<file path="src/aidp_pkg.sv">
// Shared types and codes for the positional list block.
// Used by the controller, the datapath and the top level.
`timescale 1ns / 1ps

package aidp_pkg;

    localparam logic [1:0] KIND_INSERT = 2'd0;
    localparam logic [1:0] KIND_DELETE = 2'd1;
    localparam logic [1:0] KIND_READ   = 2'd2;

    localparam logic [1:0] ST_OK        = 2'd0;
    localparam logic [1:0] ST_OVERFLOW  = 2'd1;
    localparam logic [1:0] ST_UNDERFLOW = 2'd2;
    localparam logic [1:0] ST_RANGE     = 2'd3;

    localparam logic [2:0] REG_CAPACITY = 3'd0;

    typedef struct packed {
        logic accept;
        logic shift_rd;
        logic shift_wr;
        logic write_new;
        logic read_pos;
        logic read_cap;
        logic count_dec;
        logic load_out;
    } t_dp_cmd;

    typedef struct packed {
        logic [1:0] kind;
        logic [1:0] chk;
        logic       shift_more;
    } t_dp_stat;

endpackage

</file>
<file path="src/aidp_ram.sv">
// Generic single-write, single-read RAM with registered read data.
// No dependencies.
`timescale 1ns / 1ps

module aidp_ram #(
    parameter int WIDTH = 32,
    parameter int DEPTH = 64
) (
    input  logic                     i_clk,
    input  logic                     i_we,
    input  logic [$clog2(DEPTH)-1:0] i_waddr,
    input  logic [WIDTH-1:0]         i_wdata,
    input  logic [$clog2(DEPTH)-1:0] i_raddr,
    output logic [WIDTH-1:0]         o_rdata
);

    logic [WIDTH-1:0] r_mem [DEPTH];
    logic [WIDTH-1:0] r_rdata;

    always_ff @(posedge i_clk) begin
        if (i_we) begin
            r_mem[i_waddr] <= i_wdata;
        end
        r_rdata <= r_mem[i_raddr];
    end

    assign o_rdata = r_rdata;

endmodule

</file>
<file path="src/aidp_dp.sv">
// Datapath: entry store, entry count, shift index, checks and result registers.
// Depends on aidp_pkg and aidp_ram.
`timescale 1ns / 1ps

module aidp_dp #(
    parameter int DEPTH     = 64,
    parameter int WORD_BITS = 32
) (
    input  logic              i_clk,
    input  logic              i_rst_n,
    input  aidp_pkg::t_dp_cmd i_cmd,
    output aidp_pkg::t_dp_stat o_stat,
    input  logic [6:0]        i_capacity,
    input  logic [1:0]        i_kind,
    input  logic [6:0]        i_position,
    input  logic [31:0]       i_value,
    output logic [1:0]        o_status,
    output logic [6:0]        o_entry_count,
    output logic [31:0]       o_read_value
);

    import aidp_pkg::*;

    localparam int AW = $clog2(DEPTH);
    localparam int CW = $clog2(DEPTH + 1);
    localparam int KW = (CW > 7) ? CW : 7;

    logic [CW-1:0]        r_count;
    logic [AW-1:0]        r_j;
    logic [1:0]           r_kind;
    logic [1:0]           r_chk;
    logic [6:0]           r_pos;
    logic [31:0]          r_value;
    logic [31:0]          r_rd;
    logic [1:0]           r_out_status;
    logic [6:0]           r_out_count;
    logic [31:0]          r_out_read;

    logic [KW-1:0]        count_k;
    logic [KW-1:0]        cap_k;
    logic [KW-1:0]        depth_k;
    logic [KW-1:0]        cap_eff;
    logic [KW-1:0]        pos_k;
    logic [KW-1:0]        rpos_k;
    logic                 pos_bad_ins;
    logic                 pos_bad;
    logic [1:0]           chk;

    logic                 ram_we;
    logic [AW-1:0]        ram_waddr;
    logic [WORD_BITS-1:0] ram_wdata;
    logic [AW-1:0]        ram_raddr;
    logic [WORD_BITS-1:0] ram_rdata;
    logic [WORD_BITS-1:0] word_in;
    logic [31:0]          read_ext;

    assign count_k = KW'(r_count);
    assign cap_k   = KW'(i_capacity);
    assign depth_k = KW'(DEPTH);
    assign cap_eff = (cap_k > depth_k) ? depth_k : cap_k;
    assign pos_k   = KW'(i_position);
    assign rpos_k  = KW'(r_pos);

    assign pos_bad_ins = (pos_k == '0) || (pos_k > count_k + KW'(1));
    assign pos_bad     = (pos_k == '0) || (pos_k > count_k);

    always_comb begin
        chk = ST_OK;
        case (i_kind)
            KIND_INSERT: begin
                if (count_k >= cap_eff) begin
                    chk = ST_OVERFLOW;
                end else if (pos_bad_ins) begin
                    chk = ST_RANGE;
                end
            end
            KIND_DELETE: begin
                if (count_k == '0) begin
                    chk = ST_UNDERFLOW;
                end else if (pos_bad) begin
                    chk = ST_RANGE;
                end
            end
            KIND_READ: begin
                if (pos_bad) begin
                    chk = ST_RANGE;
                end
            end
            default: chk = ST_OK;
        endcase
    end

    always_comb begin
        o_stat.kind = r_kind;
        o_stat.chk  = r_chk;
        case (r_kind)
            KIND_INSERT: o_stat.shift_more = (KW'(r_j) >= rpos_k);
            KIND_DELETE: o_stat.shift_more = (KW'(r_j) + KW'(1) < count_k);
            default:     o_stat.shift_more = 1'b0;
        endcase
    end

    // Word conversion between the 32-bit ports and the stored width
    generate
        if (WORD_BITS < 32) begin : g_narrow
            assign word_in  = r_value[WORD_BITS-1:0];
            assign read_ext = {{(32-WORD_BITS){ram_rdata[WORD_BITS-1]}}, ram_rdata};
        end else if (WORD_BITS == 32) begin : g_equal
            assign word_in  = r_value;
            assign read_ext = ram_rdata;
        end else begin : g_wide
            assign word_in  = {{(WORD_BITS-32){r_value[31]}}, r_value};
            assign read_ext = ram_rdata[31:0];
        end
    endgenerate

    always_comb begin
        if (i_cmd.read_pos) begin
            ram_raddr = AW'(rpos_k - KW'(1));
        end else if (r_kind == KIND_INSERT) begin
            ram_raddr = r_j - AW'(1);
        end else begin
            ram_raddr = r_j + AW'(1);
        end
        ram_we    = i_cmd.shift_wr | i_cmd.write_new;
        ram_waddr = i_cmd.write_new ? AW'(rpos_k - KW'(1)) : r_j;
        ram_wdata = i_cmd.write_new ? word_in : ram_rdata;
    end

    aidp_ram #(
        .WIDTH (WORD_BITS),
        .DEPTH (DEPTH)
    ) u_ram (
        .i_clk   (i_clk),
        .i_we    (ram_we),
        .i_waddr (ram_waddr),
        .i_wdata (ram_wdata),
        .i_raddr (ram_raddr),
        .o_rdata (ram_rdata)
    );

    always_ff @(posedge i_clk) begin
        if (!i_rst_n) begin
            r_count <= '0;
        end else if (i_cmd.write_new) begin
            r_count <= r_count + CW'(1);
        end else if (i_cmd.count_dec) begin
            r_count <= r_count - CW'(1);
        end
    end

    always_ff @(posedge i_clk) begin
        if (i_cmd.accept) begin
            r_kind  <= i_kind;
            r_chk   <= chk;
            r_pos   <= i_position;
            r_value <= i_value;
            r_rd    <= '0;
            // insert walks down from the tail, delete walks up from the hole
            r_j     <= (i_kind == KIND_INSERT) ? AW'(r_count) : AW'(pos_k - KW'(1));
        end else begin
            if (i_cmd.shift_wr) begin
                r_j <= (r_kind == KIND_INSERT) ? r_j - AW'(1) : r_j + AW'(1);
            end
            if (i_cmd.read_cap) begin
                r_rd <= read_ext;
            end
        end
        if (i_cmd.load_out) begin
            r_out_status <= r_chk;
            r_out_count  <= 7'(r_count);
            r_out_read   <= r_rd;
        end
    end

    assign o_status      = r_out_status;
    assign o_entry_count = r_out_count;
    assign o_read_value  = r_out_read;

endmodule

</file>
<file path="src/aidp_ctrl.sv">
// Controller state machine: sequences accept, shift steps, store, read capture and result beat.
// Depends on aidp_pkg.
`timescale 1ns / 1ps

module aidp_ctrl (
    input  logic               i_clk,
    input  logic               i_rst_n,
    input  logic               i_in_valid,
    output logic               o_in_stall,
    output logic               o_out_valid,
    input  logic               i_out_stall,
    output aidp_pkg::t_dp_cmd  o_cmd,
    input  aidp_pkg::t_dp_stat i_stat
);

    import aidp_pkg::*;

    typedef enum logic [2:0] {
        S_IDLE,
        S_DISPATCH,
        S_SHIFT_RD,
        S_SHIFT_WR,
        S_WRITE_NEW,
        S_READ_CAP,
        S_DONE
    } t_state;

    t_state r_state, n_state;
    logic   r_out_valid, n_out_valid;

    always_comb begin
        n_state     = r_state;
        n_out_valid = r_out_valid & i_out_stall;
        o_cmd       = '0;
        case (r_state)
            S_IDLE: begin
                if (i_in_valid) begin
                    o_cmd.accept = 1'b1;
                    n_state      = S_DISPATCH;
                end
            end
            S_DISPATCH: begin
                if (i_stat.chk != ST_OK) begin
                    n_state = S_DONE;
                end else begin
                    case (i_stat.kind)
                        KIND_INSERT: begin
                            n_state = i_stat.shift_more ? S_SHIFT_RD : S_WRITE_NEW;
                        end
                        KIND_DELETE: begin
                            if (i_stat.shift_more) begin
                                n_state = S_SHIFT_RD;
                            end else begin
                                o_cmd.count_dec = 1'b1;
                                n_state         = S_DONE;
                            end
                        end
                        KIND_READ: begin
                            o_cmd.read_pos = 1'b1;
                            n_state        = S_READ_CAP;
                        end
                        default: n_state = S_DONE;
                    endcase
                end
            end
            S_SHIFT_RD: begin
                o_cmd.shift_rd = 1'b1;
                n_state        = S_SHIFT_WR;
            end
            S_SHIFT_WR: begin
                o_cmd.shift_wr = 1'b1;
                n_state        = S_DISPATCH;
            end
            S_WRITE_NEW: begin
                o_cmd.write_new = 1'b1;
                n_state         = S_DONE;
            end
            S_READ_CAP: begin
                o_cmd.read_cap = 1'b1;
                n_state        = S_DONE;
            end
            S_DONE: begin
                // load the result once the output register is free
                if (!r_out_valid || !i_out_stall) begin
                    o_cmd.load_out = 1'b1;
                    n_out_valid    = 1'b1;
                    n_state        = S_IDLE;
                end
            end
            default: n_state = S_IDLE;
        endcase
    end

    always_ff @(posedge i_clk) begin
        if (!i_rst_n) begin
            r_state     <= S_IDLE;
            r_out_valid <= 1'b0;
        end else begin
            r_state     <= n_state;
            r_out_valid <= n_out_valid;
        end
    end

    assign o_in_stall  = (r_state != S_IDLE);
    assign o_out_valid = r_out_valid;

endmodule

</file>
<file path="src/array_insert_delete_at_position_top.sv">
// Ordered list of signed words with insert, delete and read at a 1-based
// position. One item is in work at a time; the store is a RAM with one write
// and one registered read port, and each entry moved by an insert or delete
// costs a read step, a write step and a loop check. After the result beat
// enters the output register the block returns to idle before it can take
// the next item. The next item is taken while the previous result still
// waits in that register. Capacity is set through the APB register at
// address 0 (reset 64, saturated to DEPTH).
// Depends on aidp_pkg, aidp_ctrl, aidp_dp and aidp_ram.
`timescale 1ns / 1ps

module array_insert_delete_at_position_top #(
    parameter int DEPTH     = 64,
    parameter int WORD_BITS = 32
) (
    input  logic        i_clk,
    input  logic        i_rst_n,
    input  logic        psel,
    input  logic        penable,
    input  logic        pwrite,
    input  logic [2:0]  paddr,
    input  logic [31:0] pwdata,
    output logic [31:0] prdata,
    output logic        pready,
    input  logic        i_in_valid,
    output logic        o_in_stall,
    input  logic [1:0]  i_kind,
    input  logic [6:0]  i_position,
    input  logic [31:0] i_value,
    output logic        o_out_valid,
    input  logic        i_out_stall,
    output logic [1:0]  o_status,
    output logic [6:0]  o_entry_count,
    output logic [31:0] o_read_value
);

    import aidp_pkg::*;

    logic [6:0] r_capacity;
    logic       cfg_hit;
    t_dp_cmd    cmd;
    t_dp_stat   stat;

    assign pready  = 1'b1;
    assign cfg_hit = (paddr == REG_CAPACITY);
    assign prdata  = cfg_hit ? {25'd0, r_capacity} : 32'd0;

    always_ff @(posedge i_clk) begin
        if (!i_rst_n) begin
            r_capacity <= 7'd64;
        end else if (psel && penable && pwrite && cfg_hit) begin
            r_capacity <= pwdata[6:0];
        end
    end

    aidp_ctrl u_ctrl (
        .i_clk       (i_clk),
        .i_rst_n     (i_rst_n),
        .i_in_valid  (i_in_valid),
        .o_in_stall  (o_in_stall),
        .o_out_valid (o_out_valid),
        .i_out_stall (i_out_stall),
        .o_cmd       (cmd),
        .i_stat      (stat)
    );

    aidp_dp #(
        .DEPTH     (DEPTH),
        .WORD_BITS (WORD_BITS)
    ) u_dp (
        .i_clk         (i_clk),
        .i_rst_n       (i_rst_n),
        .i_cmd         (cmd),
        .o_stat        (stat),
        .i_capacity    (r_capacity),
        .i_kind        (i_kind),
        .i_position    (i_position),
        .i_value       (i_value),
        .o_status      (o_status),
        .o_entry_count (o_entry_count),
        .o_read_value  (o_read_value)
    );

endmodule
</file>
<file path="config.mk">
export PLATFORM = sky130hd
export DESIGN_NAME = array_insert_delete_at_position_top
export DESIGN_NICKNAME = d
export VERILOG_FILES = /design/src/aidp_pkg.sv /design/src/aidp_ram.sv /design/src/aidp_dp.sv /design/src/aidp_ctrl.sv /design/src/array_insert_delete_at_position_top.sv
export SDC_FILE = /design/constraint.sdc
export NUM_CORES = 2
export LEC_CHECK = 0
export BUFFER_PORTS_ARGS = -buffer_cell sky130_fd_sc_hd__buf_2
export CAP_MARGIN = 20
export CORE_UTILIZATION = 57
export CTS_CLUSTER_SIZE = 12
export DETAILED_ROUTE_END_ITERATION = 7
export PLACE_DENSITY = 0.79
export SLEW_MARGIN = 5
export SYNTH_ARGS = -nofsm -noshare
export SYNTH_HDL_FRONTEND = slang
export SYNTH_HIERARCHICAL = 1
export SYNTH_SLANG_ARGS = --single-unit
</file>
<file path="constraint.sdc">
create_clock -name i_clk -period 6.3 [get_ports i_clk]
set_input_delay 1.26 -clock i_clk [delete_from_list [all_inputs] [get_ports i_clk]]
set_output_delay 1.26 -clock i_clk [all_outputs]
set_load 0.01 [all_outputs]
</file>
---- Yosys cells after proc, flatten, opt, wreduce, memory -nomap -nowiden ----
Memory sizes are Yosys's and may differ from the RTL's. A register that Yosys moved wholly into a read port is not among the register bits.
Index checks and enable logic that the tools add are counted.
storage, ports and cells
  bits of input ports ..................... 83
  bits in registers ....................... 140
  logic and storage cells ................. 103
  output and inout port bits .............. 76
  memories kept ........................... 1
  RAM bits ................................ 2,048
memories
  memory            depth  width  rd ports  clocked after Yosys merged registers in  write ports  RTL line        RTL
  u_dp.u_ram.r_mem  64     32     1         1                                        1            aidp_ram.sv:17  logic [WIDTH-1:0] r_mem [DEPTH];
operators by class
  reductions and logical operators ........ 20
  $add $sub $neg .......................... 7
  multiplexer cells ....................... 42
  equality and inequality tests ........... 12
  bitwise gates (word level) .............. 2
  order comparisons ....................... 6
operator list
  cell                   number
  $mux W6                6
  $mux W32               1
  $mux W7                4
  $mux W1                18
  $pmux W3 S6            1
  $sub A6 B1 Y6 const B  3
  $mux W3                5
  $gt A7 B7 Y1           2
  $logic_not A7 Y1       2
  $eq A3 B3 Y1 const B   3
  $pmux W3 S3            1
  $mux W2                4
  $add A6 B1 Y7 const B  1
  $add A7 B1 Y7 const B  1
  $ge A6 B7 Y1           1
  $ge A7 B7 Y1           1
  $gt A7 B7 Y1 const B   1
  $lt A7 B7 Y1           1
  $sub A7 B1 Y7 const B  1
  $add A6 B1 Y6 const B  1
  $eq A3 B2 Y1 const B   2
  $logic_not A3 Y1       2
  $pmux W2 S3            1
  $reduce_bool A2 Y1     3
  15 further kinds       23

---- Logic depth before layout (Yosys ltp) ----
  depth in word-level cells ............... 9
  gate-level depth with buffers ........... 15
  gate-level depth less buffers ........... 13

---- Hierarchy ----
The synthesis kept the hierarchy.
modules (own cells, without submodules)
  module                               cells an instance  area each (µm²)  seq. area each (µm²)  times used
  aidp_ram                             3,324              78,515.3         62,139.6              1
  aidp_dp                              491                6,158.4          3,483.3               1
  array_insert_delete_at_position_top  68                 560.5            140.1                 1
  aidp_ctrl                            33                 264.0            80.1                  1

---- Least setup slack after synthesis ----
No wires, ideal clock.
  path kind ............................... register to register
  start ................................... register u_ctrl.r_state[2]
  end ..................................... memory u_dp.u_ram.r_mem[49][0], enable pin
  path slack .............................. 1,385 ps
  clock period less this slack ............ 4,915 ps
  cell stages (with the launch flop) ...... 9
  data arrival time ....................... 4,454 ps
  buffers on the path ..................... 3
  cell sequence ........................... dfxtp_1 inv_1 nor3_1 clkbuf_1 clkbuf_1 clkbuf_1 mux2i_1 nand4_1 nor3_1
RTL lines
  element                 RTL line         RTL
  from (decl)             aidp_ctrl.sv:28  t_state r_state, n_state;
  from (signal assigned)  aidp_ctrl.sv:99  r_state <= n_state;
  to (decl)               aidp_ram.sv:17

==> impl_metrics.toml <==
[setup_path]
path_class = "flip-flop to flip-flop"
path_cells = "inv_1, nor3_2, buf_4, nor2_1, a21oi_1, nand4_1, nor2_4, buf_4"
crit_arrival_ns = 5.85
critPathLaunchType = "flip-flop"
cp-end-kind = "flip-flop"
slowest_stage = "nand4_1"
crit_path_frequent_cell = "buf_4"
crit_required_ns = 6.79
slowest_delay_ns = 1.07
crit_fanout = 19

[detailed_routing]
dr.pass1.iters = 6
viasPerCell = 6.87
antenna_left = 0
avgRoutedWirePerCell_microns = 34.0
wl_mm = 216
drtIter0Drc = 6405
drc_errors = 0
vias = 43535

[cells_and_area]
stdcell_area_sq_um = 96100
final_nets = 4324
nFillCells = 8982
drive_gt1_share_pct = 27.4
antenna_cells = 0
area_delta_synth_final_pct = 12.4

[cts]
numCtsBuffers = 211
cts.clk_slew.worst_paths_ns = 0.06
cts_buffer_depth = 3
h-tree-depth = 4
cts_tree = "yes"
clock-sinks = 2220
post_cts_resize_count = 0
clock-root-buffer = "clkbuf_16"
clock_latency_ns = 0.84
cts_setup_buffers = 0
cts_hold_buf = 0

[yosys]
synth_cell_types = 67
synthFlopType = "edfxtp_1"
ys_warn_count = 6
async_flop_share_pct = 0
synth_edf_count = 2138
synth.area.top_cells = "edfxtp_1 (75%), mux4_2 (14%), dfxtp_1 (1.9%), mux2i_1 (1.6%), nor2_1 (0.82%)"
synth_top_cell_by_area = "edfxtp_1"
synth_top_area_share_pct = 75.1
ys_seq_area_share_pct = 77.0
synth.avg_cell_area_sq_um = 21.8
netlist_instances = 3916
syn-cell-area_sq_um = 85500
ys_seq_elements = 2220

[sta]
tns_ns = 0
hold_viol = 0
slew_violations = 0
relSlewSlack_pct = 18.0
finalCritPeriodShare_pct = 85.1
finalSetupViolations = 0
worst_pin_slew_ns = 1.23
fin_skew_ns = 0.0563
rsz0062_at_grt = "no"
fmax_ghz = 0.187
post-route-min-period_ns = 5.36

[global_routing]
antenna_found_initial = 4
grtUsageTotal_pct = 28.0
globalRouteOverflowTotal = 0
grt_pass1_vias = 43265
grt_max_degree = 65
grt_pass1_wl_mm = 302

[pwr]
power.leakage_uw = 0.0303
powerDensity_nw_per_um2 = 541
ir_worst_vdd_uv = 419

[floorplanning]
io_pins = 159
rows = 141
coreArea_sq_um = 148000
start_util_pct = 57.6
die_area_sq_um = 152000
die_w_microns = 389
chipHeight_microns = 389

[placement]
placed_area_sq_um = 89400
post-dp-hpwl_mm = 113
port_buffers = 107
place_congestion = 0.848

[run_status]
status = "finished, final reports clean"

[hold_path]
hp-class = "flip-flop to flip-flop"

[run]
max_cap_violations = 0
[kinds of logic (layout without fill, tap and decap cells)]
kind of cell / after synthesis / count (layout) / synth area share (%)
xor+xnor: 28 / 28 / 0.287
buf+inv: 257 / 654 / 1.50
other cells: 2 / 26 / 0.00878
compound gates: 270 / 270 / 2.06
fa+ha+maj: 44 / 44 / 0.653
flops: 2220 / 2220 / 77.0
simple gates: 379 / 379 / 2.09
mux: 716 / 716 / 16.4
[cell usage in the layout (no fill, tap or decap), drive strengths merged, types with 35 or more instances in the layout]
cell,synthesis,final
edfxtp,2138,2138
nand2,59,59
dfxtp,82,82
a21oi,81,81
buf,139,275
nor2,187,187
ha,43,43
clkbuf,92,323
mux2i,137,137
mux4,544,544
o22ai,84,84
mux2,35,35
[stage by stage]
| stage | setup WS, ns | util (%) | total power (uW) | hold WS (ns) | cells |
|---|---|---|---|---|---|
| finish | 0.941 | 64.8 | 52000 | 0.430 | 6339 |
| global route | 0.851 | 64.8 | 53200 | 0.444 | 6339 |
| CTS | 1.11 | 64.4 | 51400 | 0.433 | 6311 |
| detailed placement | 1.19 | 60.2 | 39500 | 0.422 | 5958 |
| global placement | 1.36 | 60.2 | 38900 | 0.414 | 5957 |
| floorplan | 1.39 | - | 32200 | 0.408 | 3940 |
[registers in the layout, indices dropped and copies added (netlist names)]
register,cells
u_dp/o_read_value,32
u_dp/r_kind,2
u_dp/u_ram/o_rdata,32
u_dp/r_chk,2
r_capacity,7
u_dp/r_pos,7
u_dp/u_ram/r_mem,2048
u_dp/o_entry_count,7
u_dp/o_status,2
u_dp/r_rd,32
u_ctrl/r_state,3
u_dp/r_j,6
u_dp/count_k,7
u_ctrl/o_out_valid,1
u_dp/r_value,32
[final timing paths]
| path | from | endpoint | slack (ns) | cells after the start |
|---|---|---|---|---|
| min reg2reg | u_dp/r_rd[24] | u_dp/o_read_value[24] | 0.43 | 0 |
| min | u_dp/r_rd[24] | u_dp/o_read_value[24] | 0.43 | 0 |
| max | u_ctrl/r_state[2] | u_dp/u_ram/r_mem[23][22] | 0.94 | 8 |
| max reg2reg | u_ctrl/r_state[2] | u_dp/u_ram/r_mem[23][22] | 0.94 | 8 |
[cell usage after synthesis, drive strengths merged, types with 19 or more instances]
master,instances
a21oi,81
mux2,35
xnor2,23
nand3,19
nand2,59
mux2i,137
nor2b,19
buf,139
o221ai,27
ha,43
o22ai,84
dfxtp,82
nor2,187
clkbuf,92
inv,26
edfxtp,2138
mux4,544
[final cells by class]
type | count | area (sq um) | share of cell area, %
Timing Repair Buffer | 275 | 2480 | 2.58
Clock buffer | 323 | 5800 | 6.04
Inverter | 26 | 97.6 | 0.102
Tap cell | 2002 | 2500 | 2.61
Clock inverter | 30 | 329 | 0.342
Multi-Input combinational cell | 1463 | 19000 | 19.8
Sequential cell | 2220 | 65800 | 68.5
[routing by layer]
metal,global-route usage [%],wire length (microns),vias up
li1,-,-,16844
met1,38.3,75600,22673
met2,44.9,106000,3541
met3,5.79,25500,475
met4,11.1,8590,2
met5,0,13,-
[critical path, delay by kind of cell (launching register included)]
kind	cells	cell delay [ns]
AO/OA/AOI/OAI	1	0.66
AND/OR/NAND/NOR	4	2.77
buffers and inverters	3	1.08
flip-flops	1	0.47
[report_power, final]
group          switching, uW  internal [uW]
Clock                   5250           6450
Sequential               418          19000
Combinational          13100           7720
Total                  18800          33100
Note: power is estimated with default switching activity, not from simulation.
